==> src/rtl/core/button_click_hold_detector_assert.svh <==
// Assertion macros used by the button gesture detector core.
// Depends on nothing; expects i_clk and i_rst_n in the using module.
`ifndef BUTTON_CLICK_HOLD_DETECTOR_ASSERT_SVH
`define BUTTON_CLICK_HOLD_DETECTOR_ASSERT_SVH

// The consequence must hold in the same cycle as the antecedent.
`define BCHD_ASSERT_NOW(label, ante, cons, msg) \
    label: assert property (@(posedge i_clk) disable iff (!i_rst_n) \
        (ante) |-> (cons)) else $error(msg);

// The consequence must hold in the cycle after the antecedent.
`define BCHD_ASSERT_NEXT(label, ante, cons, msg) \
    label: assert property (@(posedge i_clk) disable iff (!i_rst_n) \
        (ante) |=> (cons)) else $error(msg);

`endif

==> src/rtl/core/bchd_pkg.sv <==
// Types and constants of the button click and hold detector.
// Depends on nothing; imported by bchd_core and the top level.
package bchd_pkg;

    localparam int unsigned TIME_W    = 32;
    localparam int unsigned CFG_IDX_W = 2;
    localparam int unsigned CFG_DAT_W = 16;

    typedef enum logic [CFG_IDX_W-1:0] {
        CFG_DEBOUNCE    = 2'd0,
        CFG_DOUBLECLICK = 2'd1,
        CFG_ACTIVE_LOW  = 2'd2,
        CFG_ENABLED     = 2'd3
    } t_cfg_idx;

    typedef enum logic [2:0] {
        PH_IDLE  = 3'd0,
        PH_DOWN1 = 3'd1,
        PH_UP1   = 3'd2,
        PH_DOWN2 = 3'd3,
        PH_UP2   = 3'd4,
        PH_HOLD1 = 3'd5,
        PH_HOLD2 = 3'd6
    } t_phase;

    typedef struct packed {
        logic [15:0] debounce_ms;
        logic [15:0] doubleclick_ms;
        logic        active_low;
        logic        enabled;
    } t_cfg;

    typedef struct packed {
        logic [TIME_W-1:0] now_ms;
        logic              level;
    } t_in;

    typedef struct packed {
        logic       press_event;
        logic       single_hold_event;
        logic       double_hold_event;
        logic       hold_ended_event;
        logic       single_click_event;
        logic       double_click_event;
        logic       pressed;
        logic [2:0] gesture_state;
    } t_out;

    localparam logic [15:0] DEBOUNCE_RST    = 16'd50;
    localparam logic [15:0] DOUBLECLICK_RST = 16'd300;

endpackage

==> src/rtl/core/bchd_core.sv <==
// Gesture state and per-poll update logic of the button detector.
// Depends on bchd_pkg and button_click_hold_detector_assert.svh.
`include "button_click_hold_detector_assert.svh"

module bchd_core import bchd_pkg::*; (
    input  logic i_clk,
    input  logic i_rst_n,
    input  logic i_step,
    input  t_cfg i_cfg,
    input  t_in  i_item,
    output t_out o_res
);

    t_phase            r_phase, n_phase;
    logic [TIME_W-1:0] r_first_down, n_first_down;
    logic [TIME_W-1:0] r_second_down, n_second_down;
    logic [TIME_W-1:0] r_quiet_until, n_quiet_until;
    logic              r_last_level, n_last_level;

    logic              act;
    logic              take;
    logic [TIME_W-1:0] quiet_end;

    assign act       = ~i_cfg.active_low;
    assign take      = i_cfg.enabled && (i_item.now_ms >= r_quiet_until);
    assign quiet_end = i_item.now_ms + {{(TIME_W-16){1'b0}}, i_cfg.debounce_ms};

    // The level before this poll is simply the stored last level, so it
    // needs no register of its own.
    always_comb begin
        n_phase       = r_phase;
        n_first_down  = r_first_down;
        n_second_down = r_second_down;
        n_quiet_until = r_quiet_until;
        n_last_level  = r_last_level;
        o_res         = '0;
        if (take) begin
            n_last_level = i_item.level;
            if (i_item.level == act) begin
                if (r_last_level != act) begin
                    n_quiet_until     = quiet_end;
                    o_res.press_event = 1'b1;
                    if (r_phase == PH_IDLE) begin
                        n_first_down = i_item.now_ms;
                        n_phase      = PH_DOWN1;
                    end else if (r_phase == PH_UP1) begin
                        n_second_down = i_item.now_ms;
                        n_phase       = PH_DOWN2;
                    end
                end
                // Hold checks see the press time just stored on this poll.
                if (n_phase == PH_DOWN1 && i_item.now_ms >=
                        n_first_down + {{(TIME_W-16){1'b0}}, i_cfg.doubleclick_ms}) begin
                    n_phase                 = PH_HOLD1;
                    o_res.single_hold_event = 1'b1;
                end else if (n_phase == PH_DOWN2 && i_item.now_ms >=
                        n_second_down + {{(TIME_W-16){1'b0}}, i_cfg.doubleclick_ms}) begin
                    n_phase                 = PH_HOLD2;
                    o_res.double_hold_event = 1'b1;
                end
            end else begin
                if (r_last_level == act) begin
                    n_quiet_until = quiet_end;
                    case (r_phase)
                        PH_DOWN1: n_phase = PH_UP1;
                        PH_DOWN2: n_phase = PH_UP2;
                        PH_HOLD1, PH_HOLD2: begin
                            n_phase                = PH_IDLE;
                            o_res.hold_ended_event = 1'b1;
                        end
                        default: n_phase = r_phase;
                    endcase
                end
                if (n_phase == PH_UP1 && i_item.now_ms >=
                        r_first_down + {{(TIME_W-16){1'b0}}, i_cfg.doubleclick_ms}) begin
                    n_phase                  = PH_IDLE;
                    o_res.single_click_event = 1'b1;
                end else if (n_phase == PH_UP2) begin
                    n_phase                  = PH_IDLE;
                    o_res.double_click_event = 1'b1;
                end
            end
        end
        o_res.pressed       = (n_last_level == act);
        o_res.gesture_state = n_phase;
    end

    always_ff @(posedge i_clk) begin
        if (!i_rst_n) begin
            r_phase       <= PH_IDLE;
            r_first_down  <= '0;
            r_second_down <= '0;
            r_quiet_until <= '0;
            r_last_level  <= 1'b1;
        end else if (i_step) begin
            r_phase       <= n_phase;
            r_first_down  <= n_first_down;
            r_second_down <= n_second_down;
            r_quiet_until <= n_quiet_until;
            r_last_level  <= n_last_level;
        end
    end

    `BCHD_ASSERT_NOW(a_hold_end_idle, i_step && o_res.hold_ended_event,
        o_res.gesture_state == PH_IDLE, "hold end without return to idle")
    `BCHD_ASSERT_NOW(a_one_click, i_step,
        !(o_res.single_click_event && o_res.double_click_event),
        "single and double click in one poll")
    `BCHD_ASSERT_NEXT(a_hold1_state, i_step && o_res.single_hold_event,
        r_phase == PH_HOLD1, "single hold did not enter hold state")
    `BCHD_ASSERT_NOW(a_ignored_quiet, i_step && !take,
        o_res == {6'b0, r_last_level == act, r_phase}, "ignored poll changed results")

endmodule

==> src/rtl/core/button_click_hold_detector.sv <==
// Top level of the debounced button single/double click and hold detector.
// Depends on bchd_pkg and bchd_core.

// Each input item is one poll of the button (millisecond timestamp and raw
// level) and gives exactly one result item with six event flags, the pressed
// level and the gesture state. The block takes one item every clock cycle
// unless the output side stalls: an item sits in the input register, is
// evaluated by the gesture logic in bchd_core and moves to the result register
// when the output side can take it, so the result passes the input and result
// registers in turn. A stalled output holds the item in the input register.
// Configuration (debounce and double-click windows, active level, enable) is written through its own port,
// always ready; the user must write it only while the block is idle, and the block does not enforce this.
module button_click_hold_detector import bchd_pkg::*; (
    input  logic                 i_clk,
    input  logic                 i_rst_n,
    input  logic                 i_in_valid,
    output logic                 o_in_ready,
    input  t_in                  i_in_item,
    output logic                 o_out_valid,
    input  logic                 i_out_ready,
    output t_out                 o_out_item,
    input  logic                 i_cfg_valid,
    output logic                 o_cfg_ready,
    input  logic [CFG_IDX_W-1:0] i_cfg_index,
    input  logic [CFG_DAT_W-1:0] i_cfg_data
);

    t_cfg r_cfg;
    t_in  r_in_item;
    logic r_in_valid;
    t_out r_out_item;
    logic r_out_valid;
    t_out res;
    logic advance;

    assign advance     = r_in_valid && (!r_out_valid || i_out_ready);
    assign o_in_ready  = !r_in_valid || advance;
    assign o_out_valid = r_out_valid;
    assign o_out_item  = r_out_item;
    assign o_cfg_ready = 1'b1;

    always_ff @(posedge i_clk) begin
        if (!i_rst_n) begin
            r_cfg.debounce_ms    <= DEBOUNCE_RST;
            r_cfg.doubleclick_ms <= DOUBLECLICK_RST;
            r_cfg.active_low     <= 1'b1;
            r_cfg.enabled        <= 1'b1;
        end else if (i_cfg_valid) begin
            case (t_cfg_idx'(i_cfg_index))
                CFG_DEBOUNCE:    r_cfg.debounce_ms    <= i_cfg_data;
                CFG_DOUBLECLICK: r_cfg.doubleclick_ms <= i_cfg_data;
                CFG_ACTIVE_LOW:  r_cfg.active_low     <= i_cfg_data[0];
                CFG_ENABLED:     r_cfg.enabled        <= i_cfg_data[0];
                default: ;
            endcase
        end
    end

    always_ff @(posedge i_clk) begin
        if (!i_rst_n) begin
            r_in_valid  <= 1'b0;
            r_out_valid <= 1'b0;
        end else begin
            if (o_in_ready) begin
                r_in_valid <= i_in_valid;
            end
            if (advance) begin
                r_out_valid <= 1'b1;
            end else if (i_out_ready) begin
                r_out_valid <= 1'b0;
            end
        end
    end

    always_ff @(posedge i_clk) begin
        if (o_in_ready && i_in_valid) begin
            r_in_item <= i_in_item;
        end
        if (advance) begin
            r_out_item <= res;
        end
    end

    bchd_core u_core (
        .i_clk   (i_clk),
        .i_rst_n (i_rst_n),
        .i_step  (advance),
        .i_cfg   (r_cfg),
        .i_item  (r_in_item),
        .o_res   (res)
    );

endmodule
==> config.mk <==
export PLATFORM = sky130hd
export DESIGN_NAME = button_click_hold_detector
export DESIGN_NICKNAME = d
export VERILOG_FILES = /design/src/rtl/core/bchd_pkg.sv /design/src/rtl/core/bchd_core.sv /design/src/rtl/core/button_click_hold_detector.sv
export VERILOG_INCLUDE_DIRS = /design/src /design/src/rtl/core
export SDC_FILE = /design/constraint.sdc
export NUM_CORES = 1
export LEC_CHECK = 0
export BUFFER_PORTS_ARGS = -buffer_cell sky130_fd_sc_hd__buf_2
export CORE_MARGIN = 2
export CORE_UTILIZATION = 60
export CTS_CLUSTER_DIAMETER = 200
export DETAILED_ROUTE_END_ITERATION = 8
export MAX_ROUTING_LAYER = met4
export PLACE_DENSITY_LB_ADDON = 0.12
export SLEW_MARGIN = 25
export SYNTH_ARGS = -nofsm -noshare
export SYNTH_HDL_FRONTEND = slang
export SYNTH_SLANG_ARGS = --single-unit
==> constraint.sdc <==
create_clock -name i_clk -period 8.15 [get_ports i_clk]
set_clock_uncertainty 0.15 [all_clocks]
set_input_delay 1.63 -clock i_clk [delete_from_list [all_inputs] [get_ports i_clk]]
set_output_delay 1.63 -clock i_clk [all_outputs]
set_load 0.02 [all_outputs]
==> results.json, run 1 <==
{
  "synth_cells": 1756,
  "syn_to_final_growth_pct": 8.39,
  "port-buffer-count": 67,
  "drive_above_1_share": 0.0781,
  "cts_hold_buf": 0,
  "yosys.area.top_type": "dfxtp_1",
  "p_seq_frac": 0.407,
  "critPathLaunch": "u_core.r_phase[1]",
  "totalWireLength_mm": 38.9,
  "cp-end-kind": "flop",
  "synth_edf_count": 43,
  "crit_required_ps": 8190,
  "drv_slew": 0,
  "detail_route.vias_per_cell": 6.07,
  "drv_cap": 0,
  "final_cells": 2111,
  "ys_types": 75,
  "crit_path_frequent_cell": "o21ai_0",
  "fin_crit_sh": 0.807,
  "synthFlopType": "dfxtp_1",
  "worst_pin_slew_ps": 941,
  "setup_tns_ps": 0,
  "dr_total_vias": 12800,
  "cellLeakagePower_nw": 6.43,
  "insertedDiodeCount": 0,
  "cts_tree": "yes",
  "critPathCapture": "o_out_item[2]",
  "period_minus_slack_ps": 6570,
  "die_area_um2": 25100,
  "synth.area.top_cells": "dfxtp_1 19%, ha_1 17%, edfxtp_1 9.0%",
  "path_buf_inv": 2,
  "p_comb_frac": 0.232,
  "synth.yosys.seq_area_share": 0.280,
  "slowest_delay_ps": 640,
  "cts-htree-levels": 4,
  "mappedNetlistArea_um2": 14300,
  "pwr-share-clk": 0.361,
  "coreArea_um2": 23500,
  "clk_path_buf_depth": 2,
  "ys.warnings.count": 0,
  "finalHoldViolCount": 0,
  "track_usage": 0.326,
  "place_inst": 2079,
  "synth_async_sr_flop_share": 0,
  "grt_pass1_wl_mm": 61.7,
  "crit_path_start_kind": "flop",
  "antenna_found_initial": 0,
  "ctsResizeCount": 0,
  "grt_start_max_net_pins": 69,
  "postCtsSetupBuffers": 0,
  "cts_root_buf": "clkbuf_16",
  "rr_startpoint": "u_core.r_phase[1]",
  "path_class": "reg2reg",
  "clkTransAtPathRegs_ps": 80,
  "reg2reg_setup_slack_ps": 1580,
  "globalRouteOverflowTotal": 0,
  "ir_drop_mv": 0.119,
  "maxSlewHeadroom": 0.372,
  "start_util": 0.610,
  "clk-insertion-delay-late_ps": 450,
  "rows": 56,
  "cts_sinks": 179,
  "cts_inserted_buffers": 17,
  "synth-seq-cells": 179,
  "rsz0062_at_grt": "no",
  "powerDensity_nw_per_um2": 158,
  "r2r_cells": 23,
  "hold_class": "reg2reg",
  "status": "complete, no violations",
  "finalSetupViolations": 0,
  "internal-power_mw": 1.64,
  "crit_path_cell_trace": "nand2b_1, or3_1, buf_4, nand2_1, nand2_1, ha_1, o21ai_0, o21ai_0, o211ai_1, o311ai_0, a221o_2, nand4_1, xnor2_1, mux2i_1, ha_1, a21oi_1, o21ai_0, a221oi_1, inv_1, a211oi_1, nor2_1, a211oi_1, o21ai_0",
  "cpLargestDelayFamily": "compound AO/OA/AOI/OAI gates",
  "r2r_end": "o_out_item[2]",
  "cp.depth": 23,
  "ioPinCount": 69,
  "slowest_stage": "o311ai_0",
  "timing.fmax_ghz": 0.152,
  "synth_top_area_share": 0.190,
  "syn-mean-instance-area_um2": 8.15,
  "grt_pass1_vias": 11900,
  "nets": 2031,
  "gp_congestion": 0.947,
  "detail_route.first_pass.iterations": 5,
  "final_antenna_net_count": 0,
  "drtIter0Drc": 975,
  "wl_per_cell_um": 18.4,
  "dp_hpwl_mm": 29.5,
  "power.switching_uw": 815,
  "die_w_um": 158,
  "drc": 0,
  "critPathMaxFanout": 15,
  "syn_nets": 2008,
  "arrival_ps": 6620,
  "swShare": 0.331,
  "die_y_um": 158
}
## metal layers
layer  routed length (µm)  GRT usage  up-vias  share of wire
li1                     -          -     6336              -
met1                18500      0.458     5995           0.48
met2                16800      0.489      421           0.43
met3                 3050     0.0520       52          0.078
met4                  598     0.0858        0          0.015
met5                    0          -        -              0
## per-stage QoR
stage	util	cell area (µm²)	power [mW]	hold WS, ps	setup WS, ps
2_1_floorplan	-	14300	1.42	285	2740
3_3_place_gp	0.634	14900	1.56	295	1880
3_5_place_dp	0.634	14900	1.58	302	1720
4_1_cts	0.661	15500	2.45	313	1690
5_1_grt	0.661	15500	2.57	321	930
6_report	0.661	15500	2.46	309	1580
## area by class of cell
type | instances | area (µm²)
Multi-Input combinational cell | 1431 | 9760
Fill cell | 2055 | 7960
Sequential cell | 179 | 4010
Timing Repair Buffer | 88 | 493
Clock buffer | 17 | 425
Tap cell | 319 | 399
Inverter | 62 | 233
Clock inverter | 15 | 193
## placed cells by master, fill, tap and decap left out, types with 17 or more instances in the layout
cell / Yosys / layout
nor2_1: 113 / 112
clkbuf_16: 0 / 17
ha_1: 192 / 192
xor2_1: 56 / 56
a21oi_1: 137 / 137
o21ai_0: 120 / 120
nor3_1: 23 / 21
nand3_1: 80 / 80
nand2_1: 279 / 279
nand2b_1: 20 / 20
nand4_1: 30 / 30
inv_1: 61 / 61
a21o_1: 42 / 42
xnor2_1: 72 / 72
buf_2: 18 / 67
buf_4: 1 / 21
a211oi_1: 27 / 27
edfxtp_1: 43 / 43
dfxtp_1: 136 / 136
mux2i_1: 76 / 76
## worst reg2reg max path, stage by stage, from the launching register on
cell	delay, ps
dfxtp_1	580
nand2b_1	220
or3_1	570
buf_4	310
nand2_1	90
nand2_1	70
ha_1	330
o21ai_0	140
o21ai_0	180
o211ai_1	150
o311ai_0	640
a221o_2	380
nand4_1	140
xnor2_1	150
mux2i_1	160
ha_1	270
a21oi_1	120
o21ai_0	120
a221oi_1	370
inv_1	70
a211oi_1	580
nor2_1	120
a211oi_1	280
o21ai_0	130
## cells by family (layout without fill, tap and decap cells)
logic type | Yosys count | in the layout | synth area share
buffers and inverters | 146 | 182 | 0.0407
AO/OA/AOI/OAI | 407 | 407 | 0.174
other | 1 | 1 | 0.000262
adder cells (fa/ha/maj) | 196 | 196 | 0.173
multiplexers | 77 | 77 | 0.0539
XOR/XNOR | 128 | 128 | 0.0783
flip-flops | 179 | 179 | 0.280
AND/OR/NAND/NOR | 622 | 622 | 0.199
## power by group through the flow
stage | Combinational (mW) | Sequential (mW) | Clock, mW
after global placement | 0.543 | 1.02 | 0
after global routing | 0.639 | 1.00 | 0.926
after detailed placement | 0.557 | 1.02 | 0
after CTS | 0.564 | 0.998 | 0.892
after floorplan | 0.422 | 0.994 | 0
final | 0.571 | 1.00 | 0.887
## worst min path at each step
| stage | to | start | cells past startpoint | slack [ps] |
|---|---|---|---|---|
| finish | u_core.r_second_down[26] | u_core.r_second_down[26] | 2 | 310 |
| global route | r_cfg[33] | r_cfg[33] | 2 | 320 |
| CTS | u_core.r_second_down[27] | u_core.r_second_down[27] | 2 | 310 |
| detailed placement | u_core.r_second_down[27] | u_core.r_second_down[27] | 2 | 300 |
| global placement | u_core.r_second_down[27] | u_core.r_second_down[27] | 2 | 290 |
| floorplan | u_core.r_second_down[26] | u_core.r_second_down[26] | 2 | 290 |
## Yosys cell counts (all sizes together), types with 10 or more instances
cell type	count
a211oi	27
nand4	30
inv	62
ha	192
nor3	24
nand3	80
and3	13
nand2	279
nor2	114
nand2b	20
xnor2	72
buf	25
clkbuf	59
edfxtp	43
a21o	42
o21ai	122
nor2b	11
dfxtp	136
o211ai	10
mux2i	76
xor2	56
a21oi	137
## registers in the layout, indices dropped and copies added (netlist names)
register	flops
r_in_valid	1
u_core.r_first_down	32
u_core.r_quiet_until	32
u_core.r_last_level	1
u_core.r_second_down	32
o_out_valid	1
r_in_item	33
u_core.r_phase	3
o_out_item	10
r_cfg	34
Note: power is estimated with default switching activity, not from simulation.
==> inputs of run 2 (changes only) <==
clock period = 6.25 ns   (was 8.15 ns; I/O delays follow)
==> run 2 against run 1 <==
Compared with the run above:
- setup slack worse by 1100 ps
- sequential share of layout area fell by 0.24 points
- first-iteration DRC count up 0.62%
- via count shrank 0.45%
- critical endpoint unchanged
- flip-flop and latch count stayed put
- wire length is 3.8% lower
- clock power up 22%
==> results.json, run 2 (synthesis results as in run 1) <==
{
  "status": "complete, no violations",
  "die_y_um": 158,
  "totalWireLength_mm": 37.4,
  "grt_pass1_wl_mm": 60.1,
  "ir_drop_mv": 0.186,
  "crit_required_ps": 6280,
  "timing.fmax_ghz": 0.173,
  "gp_congestion": 0.922,
  "dr_total_vias": 12700,
  "wl_per_cell_um": 17.6,
  "maxSlewHeadroom": 0.398,
  "final_util": 0.667,
  "arrival_ps": 5820,
  "coreArea_um2": 23500,
  "final_common_cell": "nand2_1",
  "finalHoldViolCount": 0,
  "fillCellCount": 2026,
  "globalRouteOverflowTotal": 0,
  "crit_path_start_kind": "flop",
  "syn_to_final_growth_pct": 9.39,
  "drv_slew": 0,
  "cts-htree-levels": 4,
  "postCtsSetupBuffers": 0,
  "period_minus_slack_ps": 5790,
  "cts_sinks": 179,
  "r2r_cells": 23,
  "path_class": "reg2reg",
  "detail_route.vias_per_cell": 5.98,
  "cp-end-kind": "flop",
  "largest_register_ffs": 34,
  "final_antenna_net_count": 0,
  "fin_crit_sh": 0.927,
  "cts_root_buf": "clkbuf_16",
  "track_usage": 0.315,
  "largestRegisters": "r_cfg (34), r_in_item (33)",
  "die_area_um2": 25100,
  "ctsResizeCount": 0,
  "cts_tree": "yes",
  "worstHoldPathCells": 2,
  "clk-insertion-delay-late_ps": 460,
  "hold_class": "reg2reg",
  "antenna_found_initial": 0,
  "die_w_um": 158,
  "detail_route.first_pass.iterations": 5,
  "worst_pin_slew_ps": 903,
  "port-buffer-count": 67,
  "drive_above_1_share": 0.0906,
  "grt_start_max_net_pins": 65,
  "nets": 2050,
  "rows": 56,
  "rsz0062_at_grt": "no",
  "dp_hpwl_mm": 29.0,
  "drtIter0Drc": 981,
  "drc": 0,
  "ioPinCount": 69,
  "top_register": "r_cfg",
  "critPathMaxFanout": 10,
  "clk_path_buf_depth": 2,
  "finalSetupViolations": 0,
  "layout_common_cells": "279 x nand2_1, 192 x ha_1, 136 x dfxtp_1",
  "cellLeakagePower_nw": 6.51,
  "insertedDiodeCount": 0,
  "cts_hold_buf": 0,
  "clkTransAtPathRegs_ps": 80,
  "dpl_worst_slack_ps": 335,
  "fin_ws_ps": 458,
  "powerDensity_nw_per_um2": 200,
  "drv_cap": 0,
  "grt_pass1_vias": 11800,
  "total_power_mw": 3.14,
  "setup_tns_ps": 0,
  "cts_inserted_buffers": 17,
  "start_util": 0.610
}
run 2: where the power goes:
| group | total, mW | switching (mW) | internal (mW) |
|---|---|---|---|
| registers | 1.29 | 0.0568 | 1.23 |
| logic | 0.762 | 0.452 | 0.310 |
| clock network | 1.08 | 0.545 | 0.539 |
| total | 3.14 | 1.05 | 2.08 |
run 2: area by class of cell:
cell class | count | area (µm²) | area share
inverters | 62 | 233 | 0.0149
well taps | 319 | 399 | 0.0255
clock buffers | 18 | 429 | 0.0274
multi-input cells | 1431 | 9790 | 0.625
flip-flops and latches | 179 | 4010 | 0.256
clock inverters | 14 | 159 | 0.0101
repair buffers | 107 | 636 | 0.0406
run 2: final timing paths:
| check | to | slack, ps | from |
|---|---|---|---|
| worst max-delay path | o_out_item[2] | 460 | u_core.r_last_level |
| worst min-delay path | u_core.r_second_down[26] | 310 | u_core.r_second_down[26] |
| worst max register to register | o_out_item[2] | 460 | u_core.r_last_level |
| worst min register to register | u_core.r_second_down[26] | 310 | u_core.r_second_down[26] |
run 2: through the flow:
step           cells  instance area [µm²]  hold slack (ps)
6_report        2130                15700              310
5_1_grt         2130                15700              340
4_1_cts         2130                15600              314
3_5_place_dp    2098                15000              302
3_3_place_gp    2098                15000              294
2_1_floorplan   1756                14300              285
run 2: critical path, stage by stage (launching register included):
cell	delay, ps
dfxtp_1	460
xor2_1	200
buf_4	210
nor2_1	50
nand2_1	200
o21ai_0	160
ha_1	250
fa_1	420
a21o_1	200
a211oi_1	370
o41ai_1	200
a21oi_1	260
inv_1	70
a21oi_1	220
o21ai_0	130
xnor2_1	150
ha_1	280
a21o_1	200
a211oi_2	300
nand3_1	160
a41oi_2	290
o21ai_0	170
a211oi_1	280
o21ai_0	140
run 2: metal layers:
metal / track usage / share of wire / vias to the layer above
li1: - / - / 6365
met1: 0.452 / 0.49 / 5924
met2: 0.466 / 0.42 / 408
met3: 0.0433 / 0.067 / 49
met4: 0.0824 / 0.018 / 0
met5: - / 0 / -
==> inputs of run 3 (changes only) <==
CORE_UTILIZATION = 57   (was 60)
clock period = 4.8 ns   (was 6.25 ns; I/O delays follow)
==> run 3 against run 2 <==
Compared with the run above:
- the flow now finishes with violations (negative setup slack)
- die area rose by 5.1%
- combinational power rose by 60%
- critical path depth rose by 1
- register-to-register slack got worse by 810 ps
- non-clock buffer count rose by 174
- first-iteration DRC count fell by 4.1%
- sequential power rose by 28%
- design area rose by 12%
- clock power rose by 35%
- critical path type unchanged
- critical endpoint unchanged
- largest cell class unchanged
==> results.json, run 3 (synthesis results as in run 1) <==
{
  "maxSlewHeadroom": 0.304,
  "critPathMaxFanout": 15,
  "highest_layer": "met4",
  "wl_per_cell_um": 17.3,
  "start_util": 0.585,
  "path_class": "reg2reg",
  "rows": 57,
  "port-buffer-count": 67,
  "powerDensity_nw_per_um2": 247,
  "status": "finished with violations",
  "grt_start_max_net_pins": 87,
  "detail_route.vias_per_cell": 5.87,
  "grt_pass1_vias": 12700,
  "cts_sinks": 179,
  "dp_hpwl_mm": 30.4,
  "final_cells": 2309,
  "largestRegisters": "r_cfg (34), r_in_item (33)",
  "globalRouteOverflowTotal": 0,
  "crit_path_start_kind": "flop",
  "coreArea_um2": 24500,
  "wl_met3_mm": 3.02,
  "grt_pass1_wl_mm": 63.1,
  "dr_total_vias": 13600,
  "total_power_mw": 4.34,
  "cts_inserted_buffers": 17,
  "finalHoldViolCount": 0,
  "cts-htree-levels": 4,
  "insertedDiodeCount": 0,
  "critPathLaunch": "u_core.r_last_level",
  "place_inst": 2259,
  "drtIter0Drc": 941,
  "reg2reg_setup_slack_ps": -350,
  "layout_common_cells": "274 x nand2_1, 208 x buf_4, 178 x ha_1",
  "fin_ws_ps": -355,
  "drive_above_1_share": 0.218,
  "cp-end-kind": "flop",
  "die_w_um": 162,
  "gp_congestion": 0.948,
  "critPathCapture": "o_out_item[2]",
  "arrival_ps": 5200,
  "clkTransAtPathRegs_ps": 80,
  "cts_root_buf": "clkbuf_16",
  "ioPinCount": 69,
  "drv_cap": 0,
  "r2r_end": "o_out_item[2]",
  "die_area_um2": 26400,
  "drv_slew": 0,
  "final_common_cell": "nand2_1",
  "track_usage": 0.311,
  "detail_route.first_pass.iterations": 5,
  "whs_ps": 315,
  "syn_to_final_growth_pct": 22.7,
  "die_y_um": 162,
  "clk_path_buf_depth": 2,
  "worst_pin_slew_ps": 1040,
  "top_register": "r_cfg",
  "fin_crit_sh": 1.07,
  "ir_drop_mv": 0.235,
  "rsz0062_at_grt": "yes",
  "antenna_found_initial": 0,
  "nets": 2224,
  "cts_tree": "yes",
  "timing.fmax_ghz": 0.194,
  "drt-met1-wl_mm": 19.0,
  "crit_required_ps": 4840,
  "totalWireLength_mm": 40.0,
  "hold_class": "reg2reg",
  "rr_startpoint": "u_core.r_last_level",
  "violations": "negative setup slack",
  "period_minus_slack_ps": 5150,
  "largest_register_ffs": 34,
  "cellLeakagePower_nw": 7.44,
  "drc": 0,
  "final_antenna_net_count": 0,
  "finalSetupViolations": 6,
  "met2_wirelength_mm": 17.3,
  "clk-insertion-delay-late_ps": 450,
  "r2r_cells": 24
}
## run 3: report_power, final
group | internal, mW | total (mW) | switching [mW]
Sequential | 1.60 | 1.65 | 0.0483
Combinational | 0.538 | 1.22 | 0.684
Clock | 0.726 | 1.46 | 0.738
## run 3: layout make-up
type | count | area, µm²
clock buffer | 18 | 439
clock inverter | 14 | 183
fill | 1897 | 6900
inverter | 62 | 233
multi-input combinational | 1431 | 10300
sequential | 179 | 4020
tap | 324 | 405
timing repair buffer | 281 | 1990
## run 3: routing by layer
metal,up-vias,track usage
met5,-,-
met1,6320,0.443
met2,476,0.475
met3,44,0.0359
li1,6720,-
met4,0,0.0728
## run 3: critical path: stages, from the launching register on
cell and delay (ps):
dfxtp_2 340, xor2_2 180, or3_4 350, buf_12 160, nand2_2 70, o21ai_2 60
ha_1 300, a21oi_2 190, o22ai_2 120, o211ai_1 320, o311ai_2 180, a221o_2 420
buf_4 160, nand2_1 80, xnor2_1 130, mux2i_1 100, ha_1 310, a21o_1 180
a21o_1 180, a21oi_2 150, o21ai_2 90, a211oi_4 290, nor2_1 100, a211oi_2 190
o21ai_1 80
## run 3: worst min path at each step
stage / start / to / depth (start not counted)
floorplan: u_core.r_second_down[26] / u_core.r_second_down[26] / 2
global placement: u_core.r_second_down[27] / u_core.r_second_down[27] / 2
detailed placement: r_cfg[29] / r_cfg[29] / 2
CTS: u_core.r_second_down[27] / u_core.r_second_down[27] / 2
global route: r_cfg[21] / r_cfg[21] / 2
finish: r_cfg[24] / r_cfg[24] / 2
## run 3: through the flow
stage / utilization / setup WS (ps) / setup TNS, ps / cell area, µm²
final: 0.718 / -355 / -1640 / 17600
after global routing: 0.718 / -558 / -2900 / 17600
after CTS: 0.706 / -207 / -708 / 17300
after global placement: 0.667 / -285 / -1100 / 16300
after floorplan: - / -27.7 / -27.7 / 14500
after detailed placement: 0.667 / -337 / -2480 / 16300
## run 3: what timing repair did
item | 4_1_cts | 5_1_grt
setup endpoints to repair | 9 | 9
buffers inserted | 12 | 6
gates cloned | 1 | 0
resized for setup | 52 | 59
hold endpoints to repair | 0 | 0
pin swaps | 21 | 41
hold buffers | 0 | 0
